$ cat config.mk
export PLATFORM = sky130hd
export DESIGN_NAME = comment_stripper_flat
export DESIGN_NICKNAME = d
export VERILOG_FILES = /design/src/rtl/core/cs_pkg.sv /design/src/rtl/core/cs_in_if.sv /design/src/rtl/core/cs_out_if.sv /design/src/rtl/core/cs_front.sv /design/src/rtl/core/cs_queue.sv /design/src/rtl/core/cs_back.sv /design/src/rtl/core/comment_stripper.sv /design/src/flat_wrapper.sv
export SDC_FILE = /design/constraint.sdc
export NUM_CORES = 1
export LEC_CHECK = 0
export ABC_AREA = 1
export ABC_CLOCK_PERIOD_IN_PS = 3000
export BUFFER_PORTS_ARGS = -buffer_cell sky130_fd_sc_hd__buf_2
export CAP_MARGIN = 20
export CORE_UTILIZATION = 60
export CTS_BUF_LIST = sky130_fd_sc_hd__clkbuf_4 sky130_fd_sc_hd__clkbuf_8
export DETAILED_ROUTE_END_ITERATION = 8
export GPL_TIMING_DRIVEN = 1
export PLACE_DENSITY = 0.86
export SLEW_MARGIN = 20
export SYNTH_ARGS = -nofsm -noshare
export SYNTH_HDL_FRONTEND = slang
export SYNTH_SLANG_ARGS = --single-unit
$ cat constraint.sdc
create_clock -name clk -period 3 [get_ports clk]
set_clock_uncertainty 0.2 [all_clocks]
set_input_delay 0.6 -clock clk [delete_from_list [all_inputs] [get_ports clk]]
set_output_delay 0.6 -clock clk [all_outputs]
set_load 0.01 [all_outputs]
$ cat src/rtl/core/cs_pkg.sv
package cs_pkg;

	localparam logic [7:0] CH_DQUOTE = 8'h22;
	localparam logic [7:0] CH_SQUOTE = 8'h27;
	localparam logic [7:0] CH_BSLASH = 8'h5C;
	localparam logic [7:0] CH_NL     = 8'h0A;
	localparam logic [7:0] CH_SLASH  = 8'h2F;
	localparam logic [7:0] CH_STAR   = 8'h2A;

	localparam logic [2:0] MODE_TEXT       = 3'd0;
	localparam logic [2:0] MODE_SLASH      = 3'd1;
	localparam logic [2:0] MODE_LINE       = 3'd2;
	localparam logic [2:0] MODE_BLOCK      = 3'd3;
	localparam logic [2:0] MODE_BLOCK_STAR = 3'd4;
	localparam logic [2:0] MODE_QUOTE      = 3'd5;
	localparam logic [2:0] MODE_QUOTE_ESC  = 3'd6;

	localparam int QUEUE_DEPTH = 4;

	// Work for the output side: up to two bytes, and whether the text ends here.
	typedef struct packed {
		logic [1:0] nbytes;
		logic [7:0] first_byte;
		logic [7:0] second_byte;
		logic       last;
	} cmd_t;

endpackage

$ cat src/rtl/core/cs_in_if.sv
interface cs_in_if;
	logic       valid;
	logic       ready;
	logic [7:0] in_byte;
	logic       is_last;

	modport source (output valid, output in_byte, output is_last, input ready);
	modport sink (input valid, input in_byte, input is_last, output ready);
endinterface

$ cat src/rtl/core/cs_out_if.sv
interface cs_out_if;
	logic       valid;
	logic       ready;
	logic [7:0] out_byte;
	logic       has_byte;
	logic       end_of_text;

	modport source (output valid, output out_byte, output has_byte, output end_of_text,
		input ready);
	modport sink (input valid, input out_byte, input has_byte, input end_of_text,
		output ready);
endinterface

$ cat src/rtl/core/cs_front.sv
module cs_front (
	input  logic          clk,
	input  logic          arst_n,
	cs_in_if.sink         text,
	input  logic          full,
	output logic          push,
	output cs_pkg::cmd_t  cmd
);

	logic [2:0] mode_q, mode_d;
	logic       quote_q, quote_d;
	logic       accept;
	logic [7:0] b;
	logic [7:0] closing;

	assign text.ready = !full;
	assign accept     = text.valid && !full;
	assign b          = text.in_byte;
	assign closing    = quote_q ? cs_pkg::CH_SQUOTE : cs_pkg::CH_DQUOTE;

	always_comb begin
		mode_d          = mode_q;
		quote_d         = quote_q;
		cmd.nbytes      = 2'd0;
		cmd.first_byte  = b;
		cmd.second_byte = b;
		cmd.last        = text.is_last;
		unique case (mode_q)
			cs_pkg::MODE_SLASH: begin
				if (b == cs_pkg::CH_STAR) begin
					mode_d = cs_pkg::MODE_BLOCK;
				end else if (b == cs_pkg::CH_SLASH) begin
					mode_d = cs_pkg::MODE_LINE;
				end else begin
					// release the held slash ahead of this byte
					cmd.nbytes     = 2'd2;
					cmd.first_byte = cs_pkg::CH_SLASH;
					mode_d         = cs_pkg::MODE_TEXT;
					if (b == cs_pkg::CH_DQUOTE || b == cs_pkg::CH_SQUOTE) begin
						quote_d = (b == cs_pkg::CH_SQUOTE);
						mode_d  = cs_pkg::MODE_QUOTE;
					end
				end
			end
			cs_pkg::MODE_LINE: begin
				if (b == cs_pkg::CH_NL) begin
					cmd.nbytes = 2'd1;
					mode_d     = cs_pkg::MODE_TEXT;
				end
			end
			cs_pkg::MODE_BLOCK: begin
				if (b == cs_pkg::CH_STAR) mode_d = cs_pkg::MODE_BLOCK_STAR;
			end
			cs_pkg::MODE_BLOCK_STAR: begin
				if (b == cs_pkg::CH_SLASH) mode_d = cs_pkg::MODE_TEXT;
				else if (b != cs_pkg::CH_STAR) mode_d = cs_pkg::MODE_BLOCK;
			end
			cs_pkg::MODE_QUOTE: begin
				cmd.nbytes = 2'd1;
				if (b == cs_pkg::CH_BSLASH) mode_d = cs_pkg::MODE_QUOTE_ESC;
				else if (b == closing) mode_d = cs_pkg::MODE_TEXT;
			end
			cs_pkg::MODE_QUOTE_ESC: begin
				cmd.nbytes = 2'd1;
				mode_d     = cs_pkg::MODE_QUOTE;
			end
			default: begin
				if (b == cs_pkg::CH_SLASH) begin
					// a slash on the final byte cannot open anything: pass it
					if (text.is_last) cmd.nbytes = 2'd1;
					else mode_d = cs_pkg::MODE_SLASH;
				end else begin
					cmd.nbytes = 2'd1;
					if (b == cs_pkg::CH_DQUOTE || b == cs_pkg::CH_SQUOTE) begin
						quote_d = (b == cs_pkg::CH_SQUOTE);
						mode_d  = cs_pkg::MODE_QUOTE;
					end
				end
			end
		endcase
		if (text.is_last) begin
			mode_d  = cs_pkg::MODE_TEXT;
			quote_d = 1'b0;
		end
	end

	// a beat that yields nothing and does not end the text needs no work behind
	assign push = accept && (cmd.nbytes != 2'd0 || text.is_last);

	always_ff @(posedge clk or negedge arst_n) begin
		if (!arst_n) begin
			mode_q  <= cs_pkg::MODE_TEXT;
			quote_q <= 1'b0;
		end else if (accept) begin
			mode_q  <= mode_d;
			quote_q <= quote_d;
		end
	end

	a_push_has_work: assert property (@(posedge clk) disable iff (!arst_n)
		push |-> (cmd.nbytes != 2'd0 || cmd.last))
		else $error("empty command pushed");

	a_last_resets_mode: assert property (@(posedge clk) disable iff (!arst_n)
		accept && text.is_last |=> mode_q == cs_pkg::MODE_TEXT && !quote_q)
		else $error("scan state not cleared after final byte");

endmodule

$ cat src/rtl/core/cs_queue.sv
module cs_queue #(
	parameter int DEPTH = cs_pkg::QUEUE_DEPTH
) (
	input  logic         clk,
	input  logic         arst_n,
	input  logic         push,
	input  cs_pkg::cmd_t wr,
	output logic         full,
	output logic         head_valid,
	output cs_pkg::cmd_t head,
	input  logic         pop
);

	localparam int PW = (DEPTH > 1) ? $clog2(DEPTH) : 1;
	localparam int CW = $clog2(DEPTH + 1);

	cs_pkg::cmd_t    mem_q [DEPTH];
	logic [PW-1:0]   wr_ptr_q, rd_ptr_q;
	logic [CW-1:0]   count_q;
	logic            do_pop;

	assign full       = (count_q == CW'(DEPTH));
	assign head_valid = (count_q != '0);
	assign head       = mem_q[rd_ptr_q];
	assign do_pop     = pop && head_valid;

	function automatic logic [PW-1:0] advance(input logic [PW-1:0] p);
		advance = (p == PW'(DEPTH - 1)) ? '0 : p + 1'b1;
	endfunction

	always_ff @(posedge clk) begin
		if (push) mem_q[wr_ptr_q] <= wr;
	end

	always_ff @(posedge clk or negedge arst_n) begin
		if (!arst_n) begin
			wr_ptr_q <= '0;
			rd_ptr_q <= '0;
			count_q  <= '0;
		end else begin
			if (push) wr_ptr_q <= advance(wr_ptr_q);
			if (do_pop) rd_ptr_q <= advance(rd_ptr_q);
			if (push && !do_pop) count_q <= count_q + 1'b1;
			else if (!push && do_pop) count_q <= count_q - 1'b1;
		end
	end

	a_no_overflow: assert property (@(posedge clk) disable iff (!arst_n)
		count_q <= CW'(DEPTH))
		else $error("queue count beyond depth");

	a_count_tracks: assert property (@(posedge clk) disable iff (!arst_n)
		push && !do_pop |=> count_q == $past(count_q) + 1'b1)
		else $error("queue count lost a push");

endmodule

$ cat src/rtl/core/cs_back.sv
module cs_back (
	input  logic         clk,
	input  logic         arst_n,
	input  logic         head_valid,
	input  cs_pkg::cmd_t head,
	output logic         pop,
	cs_out_if.source     result
);

	logic       valid_q;
	logic [7:0] byte_q;
	logic       has_q;
	logic       eot_q;
	logic       sub_q;
	logic       load;
	logic       two;

	assign load = !valid_q || result.ready;
	assign two  = (head.nbytes == 2'd2);
	// retire the command on its final beat
	assign pop  = load && head_valid && (!two || sub_q);

	always_ff @(posedge clk or negedge arst_n) begin
		if (!arst_n) begin
			valid_q <= 1'b0;
			sub_q   <= 1'b0;
		end else if (load) begin
			valid_q <= head_valid;
			if (head_valid) sub_q <= two && !sub_q;
		end
	end

	always_ff @(posedge clk) begin
		if (load && head_valid) begin
			byte_q <= (two && sub_q) ? head.second_byte :
				(head.nbytes == 2'd0) ? 8'h00 : head.first_byte;
			has_q  <= (head.nbytes != 2'd0);
			eot_q  <= head.last && (!two || sub_q);
		end
	end

	assign result.valid       = valid_q;
	assign result.out_byte    = byte_q;
	assign result.has_byte    = has_q;
	assign result.end_of_text = eot_q;

	a_second_beat_has_cmd: assert property (@(posedge clk) disable iff (!arst_n)
		sub_q |-> head_valid && two)
		else $error("second beat pending without a two-byte command");

endmodule

$ cat src/rtl/core/comment_stripper.sv
// Strips C-style block and line comments from a byte stream. One byte is taken
// per cycle while the queue has room; a byte that releases a held slash yields
// two beats, which leave in turn, and a queue of QUEUE_DEPTH commands between
// the scanner and the output register absorbs that. An accepted byte is stored
// in the queue, then in the output register. Quoted literals, escapes included,
// pass unchanged; a line comment keeps its newline. The final byte (is_last)
// marks its last beat with end_of_text, or sends a bare end beat (has_byte low)
// when it yields no byte; the scanner then starts afresh for the next text.
module comment_stripper #(
	parameter int QUEUE_DEPTH = cs_pkg::QUEUE_DEPTH
) (
	input  logic     clk,
	input  logic     arst_n,
	cs_in_if.sink    text,
	cs_out_if.source result
);

	logic         push, full, head_valid, pop;
	cs_pkg::cmd_t cmd, head;

	cs_front u_front (
		.clk    (clk),
		.arst_n (arst_n),
		.text   (text),
		.full   (full),
		.push   (push),
		.cmd    (cmd)
	);

	cs_queue #(.DEPTH(QUEUE_DEPTH)) u_queue (
		.clk        (clk),
		.arst_n     (arst_n),
		.push       (push),
		.wr         (cmd),
		.full       (full),
		.head_valid (head_valid),
		.head       (head),
		.pop        (pop)
	);

	cs_back u_back (
		.clk        (clk),
		.arst_n     (arst_n),
		.head_valid (head_valid),
		.head       (head),
		.pop        (pop),
		.result     (result)
	);

endmodule

$ cat src/flat_wrapper.sv
// flat-port wrapper written by rule: the top's interface ports become plain ports
module comment_stripper_flat 
#(
	parameter int QUEUE_DEPTH = cs_pkg::QUEUE_DEPTH
)
  (clk, arst_n, text_valid, text_in_byte, text_is_last, text_ready, result_valid, result_out_byte, result_has_byte, result_end_of_text, result_ready);
  cs_in_if text_i ();
  cs_out_if result_i ();
  input  logic clk;
  input  logic arst_n;
  input wire logic [$bits(text_i.valid)-1:0] text_valid;
  input wire logic [$bits(text_i.in_byte)-1:0] text_in_byte;
  input wire logic [$bits(text_i.is_last)-1:0] text_is_last;
  output wire logic [$bits(text_i.ready)-1:0] text_ready;
  output wire logic [$bits(result_i.valid)-1:0] result_valid;
  output wire logic [$bits(result_i.out_byte)-1:0] result_out_byte;
  output wire logic [$bits(result_i.has_byte)-1:0] result_has_byte;
  output wire logic [$bits(result_i.end_of_text)-1:0] result_end_of_text;
  input wire logic [$bits(result_i.ready)-1:0] result_ready;
  assign text_i.valid = text_valid;
  assign text_i.in_byte = text_in_byte;
  assign text_i.is_last = text_is_last;
  assign text_ready = text_i.ready;
  assign result_valid = result_i.valid;
  assign result_out_byte = result_i.out_byte;
  assign result_has_byte = result_i.has_byte;
  assign result_end_of_text = result_i.end_of_text;
  assign result_i.ready = result_ready;
  comment_stripper #(.QUEUE_DEPTH(QUEUE_DEPTH)) u_core (.clk(clk), .arst_n(arst_n), .text(text_i), .result(result_i));
endmodule
# Yosys cells after proc, flatten, opt, wreduce, memory -nomap -nowiden
# Memory sizes are Yosys's and may differ from the RTL's.
# Index checks and enable logic that the tools add are counted.
# Widths: inputs -> output; s select.
classes:
  reduce_logical: 32
  addsub: 4
  mux: 34
  eq_ne: 24
op_table:
  columns: ["op", "n"]
  rows:
  - ["$mux 3", 15]
  - ["$eq 8x6->1 const B", 4]
  - ["$mux 8", 3]
  - ["$mux 10", 2]
  - ["$pmux 3 s6", 1]
  - ["$eq 3x3->1 const B", 4]
  - ["$logic_and 1x1->1", 10]
  - ["$ne 3x3->1 const B", 3]
  - ["$reduce_bool 9->1", 1]
  - ["$eq 8x4->1 const B", 1]
  - ["$eq 8x6->1", 1]
  - ["$eq 8x7->1 const B", 1]
  - ["$mux 1", 8]
  - ["$ne 4x4->1 const B", 2]
  - ["$ne 8x6->1 const B", 1]
  - ["$pmux 2 s4", 1]
  - ["$eq 2x2->1 const B", 3]
  - ["$eq 3x2->1 const B", 2]
  - ["$logic_not 1->1", 6]
  - ["$mux 2", 3]
  - ["$reduce_and 6->1", 1]
  - ["$reduce_bool 2->1", 3]
  - ["$reduce_or 5->1", 1]
  - ["$add 2x1->2 const B", 2]
  - ["11 further kinds", 15]
word_totals:
  word_cells: 105
  ramBits: 76
  memories: 1
  input_bits: 13
  register_bits: 23
memory_table:
  columns: ["name", "words", "word_bits", "rd", "rd_clocked_by_memory_dff", "write_ports", "line", "rtl"]
  rows:
  - ["u_core.u_queue.mem_q", 4, 19, 1, 0, 1, "cs_queue.sv:17", "cs_pkg::cmd_t mem_q [DEPTH];"]

# Depth between registers and ports, before layout
logic_depth:
  ltp_word: 11
  ltp_mapped: 16

# Hierarchy
# Synthesis repeated with hierarchy kept, for this count alone.
hier_totals:
  hier_cells: 485
  hier_area_um2: 4957.3
modules_own_cells:
  columns: ["mod", "area_each_um2", "cells_per_inst", "n_inst"]
  rows:
  - ["cs_queue", 3565.9, 275, 1]
  - ["cs_front", 809.5, 153, 1]
  - ["cs_back", 581.8, 57, 1]

# Worst setup path before layout
# OpenSTA, ideal clock, no wires.
synth_path:
  path_kind: "input to register"
  start: "in result_ready"
  end: "reg u_core.u_queue.count_q[1]"
  setup_time_ps: 123
  t_arrival_ps: 2391
  stages: 8
  t_required_ps: 2677
  n_path_buf: 0
  path_slack_ps: 286
  cell_sequence: "nor2_1 a31oi_1 nand2_2 ha_1 inv_1 fa_1 nor2_1 a21oi_1"
synth_between:
  elab_chain_cells: 7
  elab_cells_between_ends: 9
synth_lines:
  columns: ["element", "line", "rtl"]
  rows:
  - ["start, declared", "flat_wrapper.sv:19", "input wire logic [$bits(result_i.ready)-1:0] result_ready;"]
  - ["$logic_or 1x1->1 (*)", "cs_back.sv:18", "assign load = !valid_q || result.ready;"]
  - ["$logic_and 1x1->1 (*) (2 in a row)", "cs_back.sv:21", "assign pop = load && head_valid && (!two || sub_q);"]
  - ["$logic_and 1x1->1 (*)", "cs_queue.sv:25", "assign do_pop = pop && head_valid;"]
  - ["$logic_not 1->1", "cs_queue.sv:43", "if (push && !do_pop) count_q <= count_q + 1'b1;"]
  - ["$logic_and 1x1->1", "cs_queue.sv:43", null]
  - ["$mux 3 or $reduce_bool 2->1 (tied branches)", null, null]
  - ["end signal, assigned", "cs_queue.sv:43", null]
  - ["end signal, assigned", "cs_queue.sv:44", "else if (!push && do_pop) count_q <= count_q - 1'b1;"]
  - ["end, declared", "cs_queue.sv:19", "logic [CW-1:0] count_q;"]
# Mark *: on every way between the ends. The rest lies on a longest branch, timed or not.
# A chain may end at the register's enable or synchronous reset.

# Worst setup path in the final report
layout_path:
  start: "reg u_core.u_queue.rd_ptr_q[0]"
  end: "reg u_core.u_queue.count_q[2]"
layout_between:
  elab_chain_cells: 9
  elab_cells_between_ends: 11
layout_lines:
  columns: ["element", "line", "rtl"]
  rows:
  - ["start, declared", "cs_queue.sv:18", "logic [PW-1:0] wr_ptr_q, rd_ptr_q;"]
  - ["start signal, assigned", "cs_queue.sv:42", "if (do_pop) rd_ptr_q <= advance(rd_ptr_q);"]
  - ["$mem_v2 4x19 (*)", null, null]
  - ["$eq 2x2->1 (*)", "cs_back.sv:19", "assign two = (head.nbytes == 2'd2);"]
  - ["$logic_not 1->1 (*)", "cs_back.sv:21", null]
  - ["$logic_or 1x1->1 (*)", "cs_back.sv:21", null]
  - ["$logic_and 1x1->1 (*)", "cs_back.sv:21", null]
  - ["$logic_and 1x1->1 (*)", "cs_queue.sv:25", null]
  - ["$logic_not 1->1", "cs_queue.sv:43", null]
  - ["$logic_and 1x1->1", "cs_queue.sv:43", null]
  - ["$mux 3 or $reduce_bool 2->1 (tied branches)", null, null]
# Marked as above.

==> results_dict.tcl <==
set metrics [dict create \
    cp.depth 11 \
    grt_max_degree 29 \
    synth_top_cell_by_area "edfxtp_1" \
    timing.critical_path.buf_inv 2 \
    path_clk_slew_ps 100 \
    synth-seq-cells 99 \
    async_reset_ff_share_pct 13.1 \
    nNetsFinal 490 \
    clk_latency_ps 370 \
    drt_wl_total_mm 8.93 \
    portBuffers 24 \
    ys_top_cells_by_area "edfxtp_1, dfrtp_1, nand2_1" \
    die_height_um 89.4 \
    max-cap-violations 0 \
    yosysMostFrequentCell "edfxtp_1" \
    utilization_pct 68.8 \
    post_cts_buffers 0 \
    worst_pin_slew_ps 551 \
    ios 25 \
    hold_depth 1 \
    ant_nets 0 \
    num_rows 31 \
    detailed_place.area_um2 4850 \
    grt_overflow 0 \
    cts_tree "built" \
    hold_path_class "input pin to register" \
    yosysWarnings 0 \
    grt_usage_pct 24.9 \
    holdBufCountCts 1 \
    fmax_ghz 0.349 \
    initial_core_util_pct 62.5 \
    synth.top_cell.area_share_pct 56.4 \
    gp_congestion 0.944 \
    crit_slowest_cell "dfrtp_1" \
    path_cells "buf_4, nor2_1, o22ai_4, nand3b_2, nand2_2, ha_1, inv_1, fa_1, a21oi_1, o21ai_0, xor2_1" \
    start_kind "register" \
    synthCells 434 \
    drtIter0Drc 311 \
    dp.cells 557 \
    status "complete, no violations" \
    finalPower_mw 5.00 \
    relSlewSlack_pct 63.3 \
    root_buffer "clkbuf_8" \
    grt_pass1_wl_mm 14.2 \
    drive_above_1_share_pct 18.3 \
    synthTopCellsByCount "edfxtp_1, nand2_1, nor2_1, inv_1, o21ai_0" \
    timing.final.crit_share_pct 95.6 \
    numCtsBuffers 9 \
    htreeDepth 3 \
    syn_to_final_growth_pct 10.2 \
    antenna_found_initial 0 \
    crit_type "register to register" \
    drc 0 \
    ff2ff_path_depth 11 \
    dieArea_um2 7980 \
    cts_max_path_buffers 2 \
    fin_area_um2 5040 \
    die_w_um 89.4 \
    peakVddDrop_mv 0.385 \
    stdcell_count 574 \
    worstPathArrival_ps 2920 \
    setup_viol 0 \
    dpl.hpwl_mm 6.02 \
    finalCriticalPeriod_ps 2870 \
    critPathMaxFanout 15 \
    hold_viol_final 0 \
    synth_edf_count 86 \
    max_stage_delay_ps 610 \
    drv_slew 0 \
    ctsResizeCount 0 \
    rsz0062_at_grt "no" \
    num_vias 3223 \
    leakage_nw 2.05 \
    fp.coreArea_um2 7330 \
    clock_sinks 99 \
    crit_required_ps 3050 \
    routed_via_density 5.61 \
    end_kind "register" \
    path_delay_family "flip-flops" \
    avgSynthCellArea_um2 10.5 \
    syn_area_um2 4580 \
    grt_pass1_vias 3096 \
    layout_setup_ws_ps 132 \
    ys_seq_area_share_pct 63.5 \
    syn_nets 454 \
    synth.distinct_cells 36 \
    routedWlPerCell_um 15.6 \
    power.density_nw_per_um2 991 \
    diodes 0 \
    synth_flop_cell "edfxtp_1" \
    dp_slack_ps -7.04 \
    drtPass1Iterations 5 \
]
-- registers in the layout, summed over array words and instances, names as in the netlist, 2 cells and up --
register / flops
u_core.u_queue.count_q: 3
u_core.u_queue.wr_ptr_q: 2
u_core.u_back.result.out_byte: 8
u_core.u_front.mode_q: 3
u_core.u_queue.rd_ptr_q: 2
u_core.u_queue.mem_q: 76
-- power breakdown --
group / leakage [nW] / switching (mW) / internal (mW)
Sequential: 0.955 / 0.169 / 2.00
Clock: 0.0917 / 0.472 / 0.315
Combinational: 1.00 / 1.36 / 0.682
Total: 2.05 / 2.00 / 3.00
-- cells in the final DEF (no fill, tap or decap), drive strengths merged, types with 3 or more instances in the layout --
cell / count
nand3: 25
a21oi: 6
buf: 35
nand2: 88
dfrtp: 13
ha: 6
nor2: 76
clkinv: 6
inv: 46
edfxtp: 86
o22ai: 18
or2: 3
o21ai: 44
clkbuf: 9
-- final timing paths --
path / start / slack [ps] / endpoint
setup / recovery: u_core.u_queue.rd_ptr_q[0]$_DFFE_PN0P_ / 130 / u_core.u_queue.count_q[2]$_DFFE_PN0P_
hold / removal: text_in_byte[1] / 300 / u_core.u_queue.mem_q[3][2]$_DFFE_PP_
setup reg to reg: u_core.u_queue.rd_ptr_q[0]$_DFFE_PN0P_ / 130 / u_core.u_queue.count_q[2]$_DFFE_PN0P_
hold reg to reg: u_core.u_queue.count_q[0]$_DFFE_PN0P_ / 340 / u_core.u_queue.count_q[0]$_DFFE_PN0P_
max in group asynchronous: arst_n / 1920 / u_core.u_back.sub_q$_DFFE_PN0N_
min in group asynchronous: arst_n / 450 / u_core.u_queue.count_q[1]$_DFFE_PN0P_
-- final cells by class --
| cell class | count | area [µm²] |
|---|---|---|
| timing repair buffer | 36 | 213 |
| inverter | 46 | 178 |
| fill | 501 | 2290 |
| clock inverter | 7 | 65.1 |
| tap | 99 | 124 |
| multi-input combinational | 278 | 1430 |
| clock buffer | 9 | 124 |
| sequential | 99 | 2910 |
-- stage by stage --
step / TNS, ps / hold WS [ps]
after global routing: 0 / 304
after detailed placement: -7.04 / 306
final: 0 / 304
after floorplan: 0 / 104
after global placement: 0 / 298
after CTS: 0 / 293
-- cells by family (layout without fill, tap and decap cells) --
kind of cell | after synthesis | in the layout | synth area share [%]
flip-flops | 99 | 99 | 63.5
AO/OA/AOI/OAI | 71 | 71 | 9.07
XOR/XNOR | 2 | 2 | 0.383
buffers and inverters | 57 | 98 | 5.17
adder cells (fa/ha/maj) | 7 | 7 | 2.08
AND/OR/NAND/NOR | 198 | 198 | 19.8
-- metal layers --
layer / global-route usage (%) / up-vias / part of all wire (%)
met5: 0 / - / 0
met4: 10.5 / 0 / 1.9
met3: 4.89 / 14 / 7.4
met2: 41.1 / 147 / 50
met1: 32.5 / 1519 / 41
li1: - / 1543 / -
Power figures use the tool's default switching activity.
